File: src/hw/rtl/rstm_pkg.sv
// ----------------------------------------------------------------------------
// RTP stream traffic monitor package
// Shared types, constants and a helper function for the monitor.
// ----------------------------------------------------------------------------
`default_nettype none
package rstm_pkg;

  localparam int unsigned DTLS_HEADER_MIN = 13;
  localparam int unsigned RTP_HEADER_MIN  = 12;

  // ceil(2^38 / 1000): exact floor division by 1000 for any 32-bit value.
  localparam logic [29:0] RECIP_1000 = 30'd274877907;
  localparam logic [31:0] RATE_MIN   = 32'd1000;

  typedef enum logic [2:0] {
    KIND_DTLS      = 3'd0,
    KIND_VIDEO     = 3'd1,
    KIND_AUDIO     = 3'd2,
    KIND_UNKNOWN   = 3'd3,
    KIND_OTHER     = 3'd4,
    KIND_VREPORT   = 3'd5,
    KIND_AREPORT   = 3'd6,
    KIND_NOT_READY = 3'd7
  } kind_t;

  typedef enum logic [2:0] {
    REG_VIDEO_PT   = 3'd0,
    REG_AUDIO_PT   = 3'd1,
    REG_VIDEO_RATE = 3'd2,
    REG_AUDIO_RATE = 3'd3,
    REG_DELAY      = 3'd4,
    REG_MIN_DUR    = 3'd5
  } reg_index_t;

  typedef enum logic [2:0] {
    S_IDLE,
    S_DECODE,
    S_DIV_START,
    S_DIV_WAIT,
    S_UPDATE,
    S_REPORT,
    S_OUT,
    S_OUT2
  } state_t;

  typedef struct packed {
    logic        action;
    logic [15:0] packet_length;
    logic [31:0] header_word0;
    logic [31:0] header_word1;
    logic [47:0] receive_time_ms;
    logic [31:0] wall_seconds;
  } in_t;

  typedef struct packed {
    logic [2:0]         kind;
    logic               stream_start_event;
    logic [31:0]        event_timestamp_ms;
    logic [31:0]        packet_total;
    logic [31:0]        frame_total;
    logic [31:0]        loss_total;
    logic [47:0]        duration_ms;
    logic signed [47:0] latency_ms;
    logic               last;
  } out_t;

  typedef struct packed {
    logic [6:0]  video_payload_type;
    logic [6:0]  audio_payload_type;
    logic [31:0] video_clock_rate;
    logic [31:0] audio_clock_rate;
    logic [7:0]  start_delay_seconds;
    logic [15:0] min_report_duration_ms;
  } cfg_t;

  typedef struct packed {
    logic load;
    logic decode;
    logic div_start;
    logic update;
    logic report;
    logic second;
  } cmd_t;

  typedef struct packed {
    logic is_report;
    logic needs_div;
    logic div_done;
    logic two_results;
  } status_t;

  // Missing sequence numbers between the previous and the new sequence.
  function automatic logic [31:0] loss_inc(input logic [15:0] prev, input logic [15:0] seq);
    logic [16:0] cur;
    logic [16:0] nxt;
    cur = {1'b0, seq};
    if (prev > 16'hff00 && seq < 16'hf000) begin
      cur = {1'b1, seq};
    end
    nxt = {1'b0, prev} + 17'd1;
    if (cur > nxt) begin
      return {15'd0, cur - nxt};
    end
    return 32'd0;
  endfunction

endpackage
`default_nettype wire

File: src/hw/rtl/rstm_div.sv
// ----------------------------------------------------------------------------
// RTP stream traffic monitor divider
// Restoring unsigned 32-bit divider, one quotient bit per cycle.
// ----------------------------------------------------------------------------
`default_nettype none
module rstm_div (
  input  wire logic        clk,
  input  wire logic        rst,
  input  wire logic        start,
  input  wire logic [31:0] dividend,
  input  wire logic [31:0] divisor,
  output logic             done,
  output logic [31:0]      quotient
);

  logic [31:0] rem;
  logic [31:0] dsr;
  logic [5:0]  cnt;
  logic        busy;
  logic [33:0] trial;

  assign trial = {1'b0, rem, quotient[31]} - {2'b00, dsr};

  always_ff @(posedge clk) begin
    if (rst) begin
      busy <= 1'b0;
      done <= 1'b0;
      cnt  <= '0;
    end else begin
      done <= 1'b0;
      if (start) begin
        busy     <= 1'b1;
        cnt      <= 6'd32;
        rem      <= '0;
        dsr      <= divisor;
        quotient <= dividend;
      end else if (busy) begin
        if (!trial[33]) begin
          rem      <= trial[31:0];
          quotient <= {quotient[30:0], 1'b1};
        end else begin
          rem      <= {rem[30:0], quotient[31]};
          quotient <= {quotient[30:0], 1'b0};
        end
        cnt <= cnt - 6'd1;
        if (cnt == 6'd1) begin
          busy <= 1'b0;
          done <= 1'b1;
        end
      end
    end
  end

endmodule
`default_nettype wire

File: src/hw/rtl/rstm_datapath.sv
// ----------------------------------------------------------------------------
// RTP stream traffic monitor datapath
// Classification, timestamp conversion, track state and result registers.
// ----------------------------------------------------------------------------
`default_nettype none
module rstm_datapath (
  input  wire logic            clk,
  input  wire logic            rst,
  input  wire rstm_pkg::cfg_t  cfg,
  input  wire rstm_pkg::cmd_t  cmd,
  input  wire rstm_pkg::in_t   in_data,
  output rstm_pkg::status_t    status,
  output rstm_pkg::out_t       out_data
);

  rstm_pkg::in_t  in_r;
  rstm_pkg::out_t res;
  rstm_pkg::out_t res2;
  rstm_pkg::out_t res_c;
  rstm_pkg::out_t res2_c;
  logic           two_c;
  logic           start_evt;
  logic [2:0]     kind_r;
  logic           use_div;
  logic           two_r;
  logic [61:0]    prod;

  logic        v_run, a_run, start_reported;
  logic [31:0] first_seen;
  logic [15:0] v_prev_seq, a_prev_seq;
  logic [31:0] v_prev_stamp, v_origin_stamp, v_change_stamp;
  logic [47:0] v_origin_time, v_period_begin, v_change_time;
  logic [31:0] v_cnt0, v_cnt1, v_cnt2;
  logic [31:0] a_prev_stamp, a_origin_stamp;
  logic [47:0] a_prev_time, a_origin_time, a_period_begin;
  logic [31:0] a_cnt0, a_cnt1, a_cnt2;

  logic [7:0]  b0;
  logic [6:0]  pt;
  logic [15:0] seq;
  logic        is_dtls, is_rtp;
  logic [2:0]  kind_c;
  logic [31:0] rate_sel;
  logic        div_done;
  logic [31:0] quot;
  logic [31:0] ts;
  logic [47:0] now;
  logic [33:0] wall_diff;
  logic        dly;
  logic        start_v, start_a;
  logic        v_run_n, a_run_n;
  logic [48:0] vdur, adur;
  logic [47:0] vlat, alat;
  logic        rep_ok;

  assign b0      = in_r.header_word0[31:24];
  assign pt      = in_r.header_word0[22:16];
  assign seq     = in_r.header_word0[15:0];
  assign now     = in_r.receive_time_ms;
  assign is_dtls = in_r.packet_length >= 16'(rstm_pkg::DTLS_HEADER_MIN)
                   && b0 > 8'd19 && b0 < 8'd64;
  assign is_rtp  = in_r.packet_length >= 16'(rstm_pkg::RTP_HEADER_MIN) && b0[7:6] == 2'b10;

  always_comb begin
    if (is_dtls) begin
      kind_c = rstm_pkg::KIND_DTLS;
    end else if (!is_rtp) begin
      kind_c = rstm_pkg::KIND_OTHER;
    end else if (pt == cfg.video_payload_type) begin
      kind_c = rstm_pkg::KIND_VIDEO;
    end else if (pt == cfg.audio_payload_type) begin
      kind_c = rstm_pkg::KIND_AUDIO;
    end else begin
      kind_c = rstm_pkg::KIND_UNKNOWN;
    end
  end

  assign rate_sel = (kind_c == rstm_pkg::KIND_VIDEO) ? cfg.video_clock_rate
                                                    : cfg.audio_clock_rate;

  rstm_div u_div (
    .clk      (clk),
    .rst      (rst),
    .start    (cmd.div_start),
    .dividend (in_r.header_word1),
    .divisor  ({8'd0, prod[61:38]}),
    .done     (div_done),
    .quotient (quot)
  );

  assign ts = use_div ? quot : in_r.header_word1;

  assign wall_diff = {2'b00, in_r.wall_seconds} - {2'b00, first_seen};
  assign dly       = $signed(wall_diff) > $signed({26'd0, cfg.start_delay_seconds});
  assign start_v   = !v_run && v_prev_stamp != 32'd0 && v_prev_stamp < ts && dly;
  assign start_a   = !a_run && a_prev_stamp != 32'd0 && a_prev_stamp < ts && dly;
  assign v_run_n   = v_run || (kind_r == rstm_pkg::KIND_VIDEO && start_v);
  assign a_run_n   = a_run || (kind_r == rstm_pkg::KIND_AUDIO && start_a);
  assign start_evt = (kind_r inside {rstm_pkg::KIND_VIDEO, rstm_pkg::KIND_AUDIO,
                                     rstm_pkg::KIND_UNKNOWN})
                     && !start_reported && v_run_n && a_run_n;

  assign vdur   = {1'b0, v_change_time} - {1'b0, v_period_begin};
  assign adur   = {1'b0, a_prev_time} - {1'b0, a_period_begin};
  assign vlat   = v_change_time - v_origin_time - {16'd0, v_change_stamp - v_origin_stamp};
  assign alat   = a_prev_time - a_origin_time - {16'd0, a_prev_stamp - a_origin_stamp};
  assign rep_ok = v_run && a_run && !vdur[48] && !adur[48]
                  && vdur[47:0] >= {32'd0, cfg.min_report_duration_ms}
                  && adur[47:0] >= {32'd0, cfg.min_report_duration_ms};

  always_comb begin
    res_c      = '0;
    res2_c     = '0;
    two_c      = 1'b0;
    res_c.last = 1'b1;
    if (cmd.report) begin
      res_c.kind = rstm_pkg::KIND_NOT_READY;
      if (rep_ok) begin
        two_c               = 1'b1;
        res_c.kind          = rstm_pkg::KIND_VREPORT;
        res_c.last          = 1'b0;
        res_c.packet_total  = v_cnt0;
        res_c.frame_total   = v_cnt1;
        res_c.loss_total    = v_cnt2;
        res_c.duration_ms   = vdur[47:0];
        res_c.latency_ms    = vlat;
        res2_c.kind         = rstm_pkg::KIND_AREPORT;
        res2_c.last         = 1'b1;
        res2_c.packet_total = a_cnt0;
        res2_c.frame_total  = a_cnt1;
        res2_c.loss_total   = a_cnt2;
        res2_c.duration_ms  = adur[47:0];
        res2_c.latency_ms   = alat;
      end
    end else begin
      res_c.kind = kind_r;
      if (start_evt) begin
        res_c.stream_start_event = 1'b1;
        res_c.event_timestamp_ms = ts;
      end
    end
  end

  always_ff @(posedge clk) begin
    if (cmd.load) begin
      in_r <= in_data;
    end
    if (cmd.decode) begin
      kind_r  <= kind_c;
      prod    <= rate_sel * rstm_pkg::RECIP_1000;
      use_div <= (kind_c == rstm_pkg::KIND_VIDEO || kind_c == rstm_pkg::KIND_AUDIO)
                 && rate_sel >= rstm_pkg::RATE_MIN;
    end
  end

  always_ff @(posedge clk) begin
    if (rst) begin
      v_run <= 1'b0; a_run <= 1'b0; start_reported <= 1'b0; first_seen <= '0;
      v_prev_seq <= '0; v_prev_stamp <= '0; v_origin_stamp <= '0; v_change_stamp <= '0;
      v_origin_time <= '0; v_period_begin <= '0; v_change_time <= '0;
      v_cnt0 <= '0; v_cnt1 <= '0; v_cnt2 <= '0;
      a_prev_seq <= '0; a_prev_stamp <= '0; a_origin_stamp <= '0;
      a_prev_time <= '0; a_origin_time <= '0; a_period_begin <= '0;
      a_cnt0 <= '0; a_cnt1 <= '0; a_cnt2 <= '0;
      two_r <= 1'b0;
    end else if (cmd.update) begin
      res   <= res_c;
      two_r <= two_c;
      if (kind_r == rstm_pkg::KIND_VIDEO) begin
        if (start_v) begin
          v_run <= 1'b1; v_origin_stamp <= ts; v_origin_time <= now;
          v_period_begin <= now; v_prev_seq <= seq; v_prev_stamp <= ts;
        end else if (!v_run) begin
          v_prev_stamp <= ts;
          if (first_seen == 32'd0) begin
            first_seen <= in_r.wall_seconds;
          end
        end else begin
          v_cnt0 <= v_cnt0 + 32'd1;
          if (v_prev_stamp < ts) begin
            v_cnt1 <= v_cnt1 + 32'd1;
            v_cnt2 <= v_cnt2 + rstm_pkg::loss_inc(v_prev_seq, seq);
            v_prev_seq <= seq; v_prev_stamp <= ts;
            v_change_stamp <= ts; v_change_time <= now;
          end else if (v_prev_stamp == ts) begin
            v_cnt2 <= v_cnt2 + rstm_pkg::loss_inc(v_prev_seq, seq);
            v_prev_seq <= seq;
          end
        end
      end
      if (kind_r == rstm_pkg::KIND_AUDIO) begin
        if (start_a) begin
          a_run <= 1'b1; a_origin_stamp <= ts; a_origin_time <= now;
          a_period_begin <= now; a_prev_seq <= seq; a_prev_stamp <= ts;
          a_prev_time <= now; a_cnt0 <= a_cnt0 + 32'd1;
        end else if (!a_run) begin
          a_prev_stamp <= ts; a_prev_time <= now;
          if (first_seen == 32'd0) begin
            first_seen <= in_r.wall_seconds;
          end
        end else begin
          a_cnt0 <= a_cnt0 + 32'd1;
          if (a_prev_stamp < ts) begin
            a_cnt1 <= a_cnt1 + 32'd1;
            a_cnt2 <= a_cnt2 + rstm_pkg::loss_inc(a_prev_seq, seq);
            a_prev_seq <= seq; a_prev_stamp <= ts; a_prev_time <= now;
          end
        end
      end
      if (start_evt) begin
        start_reported <= 1'b1;
      end
    end else if (cmd.report) begin
      res   <= res_c;
      res2  <= res2_c;
      two_r <= two_c;
      if (rep_ok) begin
        v_period_begin <= v_change_time;
        a_period_begin <= a_prev_time;
        v_cnt0 <= '0; v_cnt1 <= '0; v_cnt2 <= '0;
        a_cnt0 <= '0; a_cnt1 <= '0; a_cnt2 <= '0;
      end
    end
  end

  assign status.is_report   = in_r.action;
  assign status.needs_div   = use_div;
  assign status.div_done    = div_done;
  assign status.two_results = two_r;
  assign out_data           = cmd.second ? res2 : res;

endmodule
`default_nettype wire

File: src/hw/rtl/rstm_ctrl.sv
// ----------------------------------------------------------------------------
// RTP stream traffic monitor controller
// Sequences one request through decode, optional division, update or report, and output.
// ----------------------------------------------------------------------------
`default_nettype none
module rstm_ctrl (
  input  wire logic              clk,
  input  wire logic              rst,
  input  wire logic              in_valid,
  output logic                   in_ready,
  output logic                   out_valid,
  input  wire logic              out_ready,
  input  wire rstm_pkg::status_t status,
  output rstm_pkg::cmd_t         cmd
);

  rstm_pkg::state_t state, state_next;

  always_ff @(posedge clk) begin
    if (rst) begin
      state <= rstm_pkg::S_IDLE;
    end else begin
      state <= state_next;
    end
  end

  always_comb begin
    state_next = state;
    cmd        = '0;
    in_ready   = 1'b0;
    out_valid  = 1'b0;
    case (state)
      rstm_pkg::S_IDLE: begin
        in_ready = 1'b1;
        if (in_valid) begin
          cmd.load   = 1'b1;
          state_next = rstm_pkg::S_DECODE;
        end
      end
      rstm_pkg::S_DECODE: begin
        if (status.is_report) begin
          state_next = rstm_pkg::S_REPORT;
        end else begin
          cmd.decode = 1'b1;
          state_next = rstm_pkg::S_DIV_START;
        end
      end
      rstm_pkg::S_DIV_START: begin
        if (status.needs_div) begin
          cmd.div_start = 1'b1;
          state_next    = rstm_pkg::S_DIV_WAIT;
        end else begin
          state_next = rstm_pkg::S_UPDATE;
        end
      end
      rstm_pkg::S_DIV_WAIT: begin
        if (status.div_done) begin
          state_next = rstm_pkg::S_UPDATE;
        end
      end
      rstm_pkg::S_UPDATE: begin
        cmd.update = 1'b1;
        state_next = rstm_pkg::S_OUT;
      end
      rstm_pkg::S_REPORT: begin
        cmd.report = 1'b1;
        state_next = rstm_pkg::S_OUT;
      end
      rstm_pkg::S_OUT: begin
        out_valid = 1'b1;
        if (out_ready) begin
          state_next = status.two_results ? rstm_pkg::S_OUT2 : rstm_pkg::S_IDLE;
        end
      end
      rstm_pkg::S_OUT2: begin
        out_valid  = 1'b1;
        cmd.second = 1'b1;
        if (out_ready) begin
          state_next = rstm_pkg::S_IDLE;
        end
      end
      default: begin
        state_next = rstm_pkg::S_IDLE;
      end
    endcase
  end

  a_no_overlap: assert property (@(posedge clk) disable iff (rst)
    !(in_ready && out_valid)) else $error("Request taken while a result is pending.");

  a_accept_next: assert property (@(posedge clk) disable iff (rst)
    (in_valid && in_ready) |=> state == rstm_pkg::S_DECODE)
    else $error("Accepted request did not move to decode.");

  a_out_source: assert property (@(posedge clk) disable iff (rst)
    $rose(out_valid) |-> ($past(state) == rstm_pkg::S_UPDATE
                          || $past(state) == rstm_pkg::S_REPORT))
    else $error("Result shown without an update or report step.");

  a_wait_done: assert property (@(posedge clk) disable iff (rst)
    (state == rstm_pkg::S_DIV_WAIT && !status.div_done) |=> state == rstm_pkg::S_DIV_WAIT)
    else $error("Division wait left before completion.");

endmodule
`default_nettype wire

File: src/hw/rtl/rtp_stream_traffic_monitor.sv
// ----------------------------------------------------------------------------
// RTP stream traffic monitor
// Classifies packet headers, tracks video and audio RTP streams and reports.
// An RTP video or audio packet with a converted clock passes through decode, the bit-serial
// timestamp divider, update and output; other packets skip the divider, and report requests
// go through decode, report and output.
// One request is handled at a time: a new request is accepted only after the last
// result is taken; a ready report's second result follows the first.
// Synchronous reset returns configuration to defaults and clears the control and track state.
// ----------------------------------------------------------------------------
`default_nettype none
module rtp_stream_traffic_monitor (
  input  wire logic           clk,
  input  wire logic           rst,
  input  wire logic           psel,
  input  wire logic           penable,
  input  wire logic           pwrite,
  input  wire logic [4:0]     paddr,
  input  wire logic [31:0]    pwdata,
  output logic [31:0]         prdata,
  output logic                pready,
  input  wire logic           in_valid,
  output logic                in_ready,
  input  wire rstm_pkg::in_t  in_data,
  output logic                out_valid,
  input  wire logic           out_ready,
  output rstm_pkg::out_t      out_data
);

  rstm_pkg::cfg_t    cfg;
  rstm_pkg::cmd_t    cmd;
  rstm_pkg::status_t status;

  assign pready = 1'b1;

  always_ff @(posedge clk) begin
    if (rst) begin
      cfg.video_payload_type     <= 7'd96;
      cfg.audio_payload_type     <= 7'd111;
      cfg.video_clock_rate       <= 32'd90000;
      cfg.audio_clock_rate       <= 32'd48000;
      cfg.start_delay_seconds    <= 8'd3;
      cfg.min_report_duration_ms <= 16'd3000;
    end else if (psel && penable && pwrite) begin
      case (paddr[4:2])
        rstm_pkg::REG_VIDEO_PT:   cfg.video_payload_type     <= pwdata[6:0];
        rstm_pkg::REG_AUDIO_PT:   cfg.audio_payload_type     <= pwdata[6:0];
        rstm_pkg::REG_VIDEO_RATE: cfg.video_clock_rate       <= pwdata;
        rstm_pkg::REG_AUDIO_RATE: cfg.audio_clock_rate       <= pwdata;
        rstm_pkg::REG_DELAY:      cfg.start_delay_seconds    <= pwdata[7:0];
        rstm_pkg::REG_MIN_DUR:    cfg.min_report_duration_ms <= pwdata[15:0];
        default: begin
        end
      endcase
    end
  end

  always_comb begin
    case (paddr[4:2])
      rstm_pkg::REG_VIDEO_PT:   prdata = {25'd0, cfg.video_payload_type};
      rstm_pkg::REG_AUDIO_PT:   prdata = {25'd0, cfg.audio_payload_type};
      rstm_pkg::REG_VIDEO_RATE: prdata = cfg.video_clock_rate;
      rstm_pkg::REG_AUDIO_RATE: prdata = cfg.audio_clock_rate;
      rstm_pkg::REG_DELAY:      prdata = {24'd0, cfg.start_delay_seconds};
      rstm_pkg::REG_MIN_DUR:    prdata = {16'd0, cfg.min_report_duration_ms};
      default:                  prdata = 32'd0;
    endcase
  end

  rstm_ctrl u_ctrl (
    .clk       (clk),
    .rst       (rst),
    .in_valid  (in_valid),
    .in_ready  (in_ready),
    .out_valid (out_valid),
    .out_ready (out_ready),
    .status    (status),
    .cmd       (cmd)
  );

  rstm_datapath u_dp (
    .clk      (clk),
    .rst      (rst),
    .cfg      (cfg),
    .cmd      (cmd),
    .in_data  (in_data),
    .status   (status),
    .out_data (out_data)
  );

endmodule
`default_nettype wire

File: config.mk
export PLATFORM = sky130hd
export DESIGN_NAME = rtp_stream_traffic_monitor
export DESIGN_NICKNAME = d
export VERILOG_FILES = /design/src/hw/rtl/rstm_pkg.sv /design/src/hw/rtl/rstm_div.sv /design/src/hw/rtl/rstm_datapath.sv /design/src/hw/rtl/rstm_ctrl.sv /design/src/hw/rtl/rtp_stream_traffic_monitor.sv
export SDC_FILE = /design/constraint.sdc
export NUM_CORES = 2
export LEC_CHECK = 0
export BUFFER_PORTS_ARGS = -buffer_cell sky130_fd_sc_hd__clkbuf_2
export CAP_MARGIN = 0
export CORE_MARGIN = 2
export CORE_UTILIZATION = 55
export DETAILED_ROUTE_END_ITERATION = 7
export PLACE_DENSITY_LB_ADDON = 0.05
export SETUP_SLACK_MARGIN = 0.02
export SKIP_LAST_GASP = 1
export SYNTH_ARGS = -nofsm -noshare
export SYNTH_HDL_FRONTEND = slang
export SYNTH_SLANG_ARGS = --single-unit
File: constraint.sdc
create_clock -name clk -period 12.1 [get_ports clk]
set_input_delay 1.815 -clock clk [delete_from_list [all_inputs] [get_ports clk]]
set_output_delay 1.815 -clock clk [all_outputs]
set_load 0.02 [all_outputs]
Word-level counts from Yosys, hierarchy flattened --
Index checks and enable logic that the tools add are counted.
Storage, ports and cells: register bits 1559, bits in latches 0, memory bits (writable) 0, memory bits (read-only) 0, input bits 205, output and inout bits 264, word-level logic and storage cells 407, memories kept 0
Operators by class: add/sub/neg operators 23, multiply operators 1, divide/modulo/power cells 0, magnitude comparators 16, equality and inequality tests 40, shifts and indexed selects 0, multiplexer cells 185, bitwise operators 4, reductions and logical operators 75
Operator list (number):
- 32-bit two-way mux | 76
- 229-bit two-way mux | 3
- 48-bit two-way mux | 13
- 193-bit two-way mux | 2
- 17-bit two-way mux | 21
- 32-bit one-hot mux with 6 select lines | 1
- 32-bit by 1-bit adder with 32-bit output, second input constant | 4
- 16-bit two-way mux | 7
- 48-bit by 48-bit subtractor with 49-bit output | 2
- 32-bit adder | 3
- 48-bit by 16-bit greater-or-equal comparator with 1-bit output | 2
- 48-bit by 32-bit subtractor with 48-bit output | 2
- 48-bit subtractor | 2
- 33-bit two-way mux | 2
- 32-bit < comparator | 2
- 32-bit nonzero test | 2
- 32-bit subtractor | 2
- 32-bit by 29-bit multiplier with 61-bit output, second input constant | 1
- 17-bit greater-than comparator | 3
- 17-bit subtractor | 3
- 1-bit two-way mux | 44
- 3-bit two-way mux | 12
- 16-bit by 1-bit adder with 17-bit output, second input constant | 2
- 34-bit by 9-bit greater-than comparator with 1-bit output | 1
- other kinds (38) | 132

Logic depth before layout (Yosys ltp) --
depth after elaboration 34, gate-level depth with buffers 37, gate-level depth less buffers 36

By module --
Synthesis repeated with hierarchy kept, for this count alone.
Unflattened totals: cell total of the unflattened synthesis 10316, area total of the unflattened synthesis 100646.5 um^2
By module, submodules not included:
- rstm_datapath | instances 1, cells an instance 9221, area an instance 89328.2 um^2, seq. area each 32401.1 um^2
- rstm_div | instances 1, cells an instance 519, area an instance 5993.2 um^2, seq. area each 3042.9 um^2
- rtp_stream_traffic_monitor | instances 1, cells an instance 537, area an instance 5013.6 um^2, seq. area each 2042.0 um^2
- rstm_ctrl | instances 1, cells an instance 39, area an instance 311.5 um^2, seq. area each 60.1 um^2

Least setup slack after synthesis --
Ideal clock, no wire load.
path kind in2reg, start point input rst, end point register u_dp.res[0] (netlist bit), enable pin, setup time 824 ps, arrival 11918 ps, required time 11276 ps, slack -642 ps, cell stages on the path 4, buffers on the path 3, cells stage by stage clkbuf_1 clkbuf_1 clkbuf_1 nor2_1
On the way: cells in the longest elaborated chain, start to end 2
Ends and longest elaborated chain:
- start: declaration | RTL line rtp_stream_traffic_monitor.sv:14 | input wire logic rst,
- 1-bit inverter (no line)
- 2-bit AND reduction (no line)
- end signal: assignment | RTL line rstm_datapath.sv:167 | res <= res_c;
- end signal: assignment | RTL line rstm_datapath.sv:214 | res <= res_c;
- end: declaration | RTL line rstm_datapath.sv:17 | rstm_pkg::out_t res;
No other way between the ends. A chain may end at the register's enable or synchronous reset.

Final worst setup path --
start point register u_dp.in_r[150] (netlist bit), end point register u_dp.prod[60] (data pin)
On the way: cells in the longest elaborated chain, start to end 7, elaborated cells between the ends (all ways) 10, classes of those cells 1 x mul; 2 x order compare; 1 x eq/ne; 3 x mux; 3 x reduce/logical
Ends and longest elaborated chain:
- start: declaration | RTL line rstm_datapath.sv:16 | rstm_pkg::in_t in_r;
- start signal: assignment | RTL line rstm_datapath.sv:146 | in_r <= in_data;
- 16-bit by 4-bit greater-or-equal comparator with 1-bit output, on equally long branches | RTL line rstm_datapath.sv:62, rstm_datapath.sv:60
- 1-bit logical AND, on equally long branches | RTL line rstm_datapath.sv:62, rstm_datapath.sv:61
- 3-bit two-way mux / 1-bit logical AND (equally long branches) | RTL line rstm_datapath.sv:67, rstm_datapath.sv:61
- 3-bit two-way mux (*) | RTL line rstm_datapath.sv:65 | if (is_dtls) begin
- 3-bit by 1-bit equality test with 1-bit output (*) | RTL line rstm_datapath.sv:78 | assign rate_sel = (kind_c == rstm_pkg::KIND_VIDEO) ? cfg.video_clock_rate
- 32-bit two-way mux (*) | RTL line rstm_datapath.sv:78
- 32-bit by 29-bit multiplier with 61-bit output (*) | RTL line rstm_datapath.sv:150 | prod <= rate_sel * rstm_pkg::RECIP_1000;
- end signal: assignment | RTL line rstm_datapath.sv:150
- end: declaration | RTL line rstm_datapath.sv:26 | logic [61:0] prod;
Every way passes the cells marked *; elsewhere a longest branch is shown, timed or not.

==> summary.txt <==
Status: complete, no violations
WL/cell: 20.27 microns
Core ar.: 178,400 sq um
Global-route usage over all layers: 29.73%
Share of synthesized flip-flops with an asynchronous set or reset: 0%
Cell area after synthesis: 98,650 sq um
Top cells by count, synth: nand2_1, inv_1, nor2_1, ha_1, dfxtp_1
Final setup margin: 794.9 ps
HP Class: flop to flop
Avg Inst Size Synth: 9.189 sq um
Crit-path most repeated cell: fa_1
Cts hold-fix bufs: 0
CTS buffer count: 169
Max Clk Rate: 0.08846 GHz
H-tree Lvls: 4
Routed vias: 77,200
Setup WS pre-CTS: 975.9 ps
RSZ-0062 raised after global routing: no
Number of flops mapped to enable cells by yosys: 694
Cells after DPL: 13,270
Clock Tree Buf Depth: 3
WHS: 409.6 ps
R2R Setup Slk: 790 ps
Yosys reg bits: 1,515
Non-Filler Instances: 13,590
Most common cell in the synthesized netlist: nand2_1
Synth area leaders: edfxtp_1, dfxtp_1, ha_1, fa_1, nand2_1
Worst reg2reg endpoint: u_dp.prod[60]
Crit start category: flop
Port Buffers: 462
Clock slew at reported path FFs: 60 ps
Final setup viols: 0
Antenna-violating nets left: 0
Synthesized net count: 12,240
Largest net degree at the start of global routing: 171
Reg2Reg Launch Point: u_dp.in_r[150]
Clock Sinks: 1,515
Global-route wire length before repair: 423.9 mm
Placement Cell Area: 103,500 sq um
Nets: 12,590
Drt pass-1 iters: 5
Critical path launch point: u_dp.in_r[150]
Slew Limit Fails: 0
Final Hold Viols: 0
Most common flop cell mapped by yosys: dfxtp_1
Hold Crit Depth: 0
Initial Util: 55.29%
Hpwl dp: 206.9 mm
IR drop worst, VDD: 0.1500 mV
Root buffer cell: clkbuf_16
Max-Cap Viols: 0
GPL Wtd Cong: 0.9548
Pwr/cell area: 140.9 nW/um^2
Final period util: 93.43%
Num ports: 469
Crit path kind: flop to flop
Max incr delay on CP: 850 ps
Post-route cell area: 109,100 sq um
Remaining global-route overflow: 0
Die Area: 182,800 sq um
Worst-Margin Slew: 1414 ps
Initial antenna violation count: 8
Slowest cell on crit path: o41ai_1
Die Y: 427.5 microns
Clk_lat worst skew: 840 ps
Leakage Power: 46.40 nW
TritonCTS clock tree: built
Vias in the first global route: 75,550
Vias per inst: 5.681
Yosys cell types: 88
Period minus WS final: 11,310 ps
Setup TNS: 0 ps
PostCTS Resize Cnt: 0
CP Data Required Time: 12,660 ps
Reg2reg path depth: 38
Post-CTS Setup Inserts: 0
Layout cells sized above 1: 9.349%
Crit path max fanout: 18
Share of the synthesized area in the top cell type: 21.12%
Syn Inst Count: 10,740
Worst Setup EP: u_dp.prod[60]
YS warnings: 0
Die width: 427.5 microns
Crit. End Element: flop
Area Growth Syn to Fin: 10.61%
Relative slew slack: 5.713%
1st-iter DRT viols: 5,390
Synth area leader: edfxtp_1
Number of remaining DRC errors: 0
FP Rows: 155
WL final: 275.5 mm
Worst EP arrival: 11,870 ps
Sequential area share after synthesis: 37.78%
Final clock skew: 39.97 ps
metal layers:
metal  wire, microns  vias up  track usage, %
met3           13510      490           3.650
met4           11760        2           11.87
met1          115800    37120           37.81
met2          134400     2006           51.34
met5              13        -               0
li1                -    37580               -
placed cells by master, fill, tap and decap left out, types with 307 or more instances in the layout:
| master | count |
|---|---|
| edfxtp_1 | 694 |
| and2_1 | 307 |
| clkbuf_2 | 461 |
| a21oi_1 | 691 |
| dfxtp_1 | 821 |
| nor2_1 | 974 |
| fa_1 | 372 |
| ha_1 | 928 |
| nand2_1 | 1420 |
| inv_1 | 1115 |
metrics by stage:
step	utilization, %	power (mW)
3_5_place_dp	58.02	10.24
6_report	61.16	15.38
3_3_place_gp	58.02	10.17
2_1_floorplan	-	8.996
5_1_grt	61.16	16.17
4_1_cts	61.16	15.46
layout make-up:
class / instances / area [sq um]
fill: 15590 / 69300
multi-input combinational: 7674 / 55640
sequential: 1515 / 37280
clock buffer: 244 / 4860
inverter: 1118 / 4203
timing repair buffer: 607 / 3448
tap: 2355 / 2947
clock inverter: 73 / 738.2
antenna: 3 / 7.507
flip-flops by register name, summed over array words and instances, names as in the netlist, 48 cells and up:
register / flops
u_dp.a_prev_time: 48
u_dp.v_period_begin: 48
u_dp.res2: 193
u_dp.res: 229
u_dp.a_origin_time: 48
u_dp.in_r: 103
cfg: 102
u_dp.v_change_time: 48
u_dp.now: 48
u_dp.a_period_begin: 48
u_dp.v_origin_time: 48
how the worst min path moves through the flow:
stage | startpoint | endpoint | slack [ps]
floorplan | u_dp.prod[38] | u_dp.u_div.dsr[0] | 400
global placement | u_dp.prod[42] | u_dp.u_div.dsr[4] | 400
detailed placement | u_dp.prod[59] | u_dp.u_div.dsr[21] | 410
CTS | u_dp.prod[39] | u_dp.u_div.dsr[1] | 410
global route | u_dp.prod[39] | u_dp.u_div.dsr[1] | 410
finish | u_dp.prod[39] | u_dp.u_div.dsr[1] | 410
worst max-delay path: cells and delay by family (launching register included):
kind | cells | cell delay, ps
buffers and inverters | 8 | 880
adder cells (fa/ha/maj) | 9 | 4210
flip-flops | 1 | 370
AND/OR/NAND/NOR | 5 | 1320
AO/OA/AOI/OAI | 15 | 3650
multiplexers | 1 | 570
cell families (layout without fill, tap and decap cells):
kind of cell               count (synthesis)  in the layout  synth area share, %
buffers and inverters                   1547           2042                6.022
adders and majority gates               1300           1300                19.32
muxes                                    249            249                2.571
other                                      1              4             0.003801
xor gates and xnor gates                 411            411                3.649
DFF                                     1515           1515                37.78
and+or+nand+nor                         3649           3649                16.82
AOI/OAI and AO/OA                       2064           2064                13.83
report_power, final:
part | internal, mW | switching [mW]
Clock | 3.01 | 2.18
Combinational | 1.74 | 2.65
Sequential | 5.61 | 0.184
No activity file was read; power rests on OpenSTA's default activity.
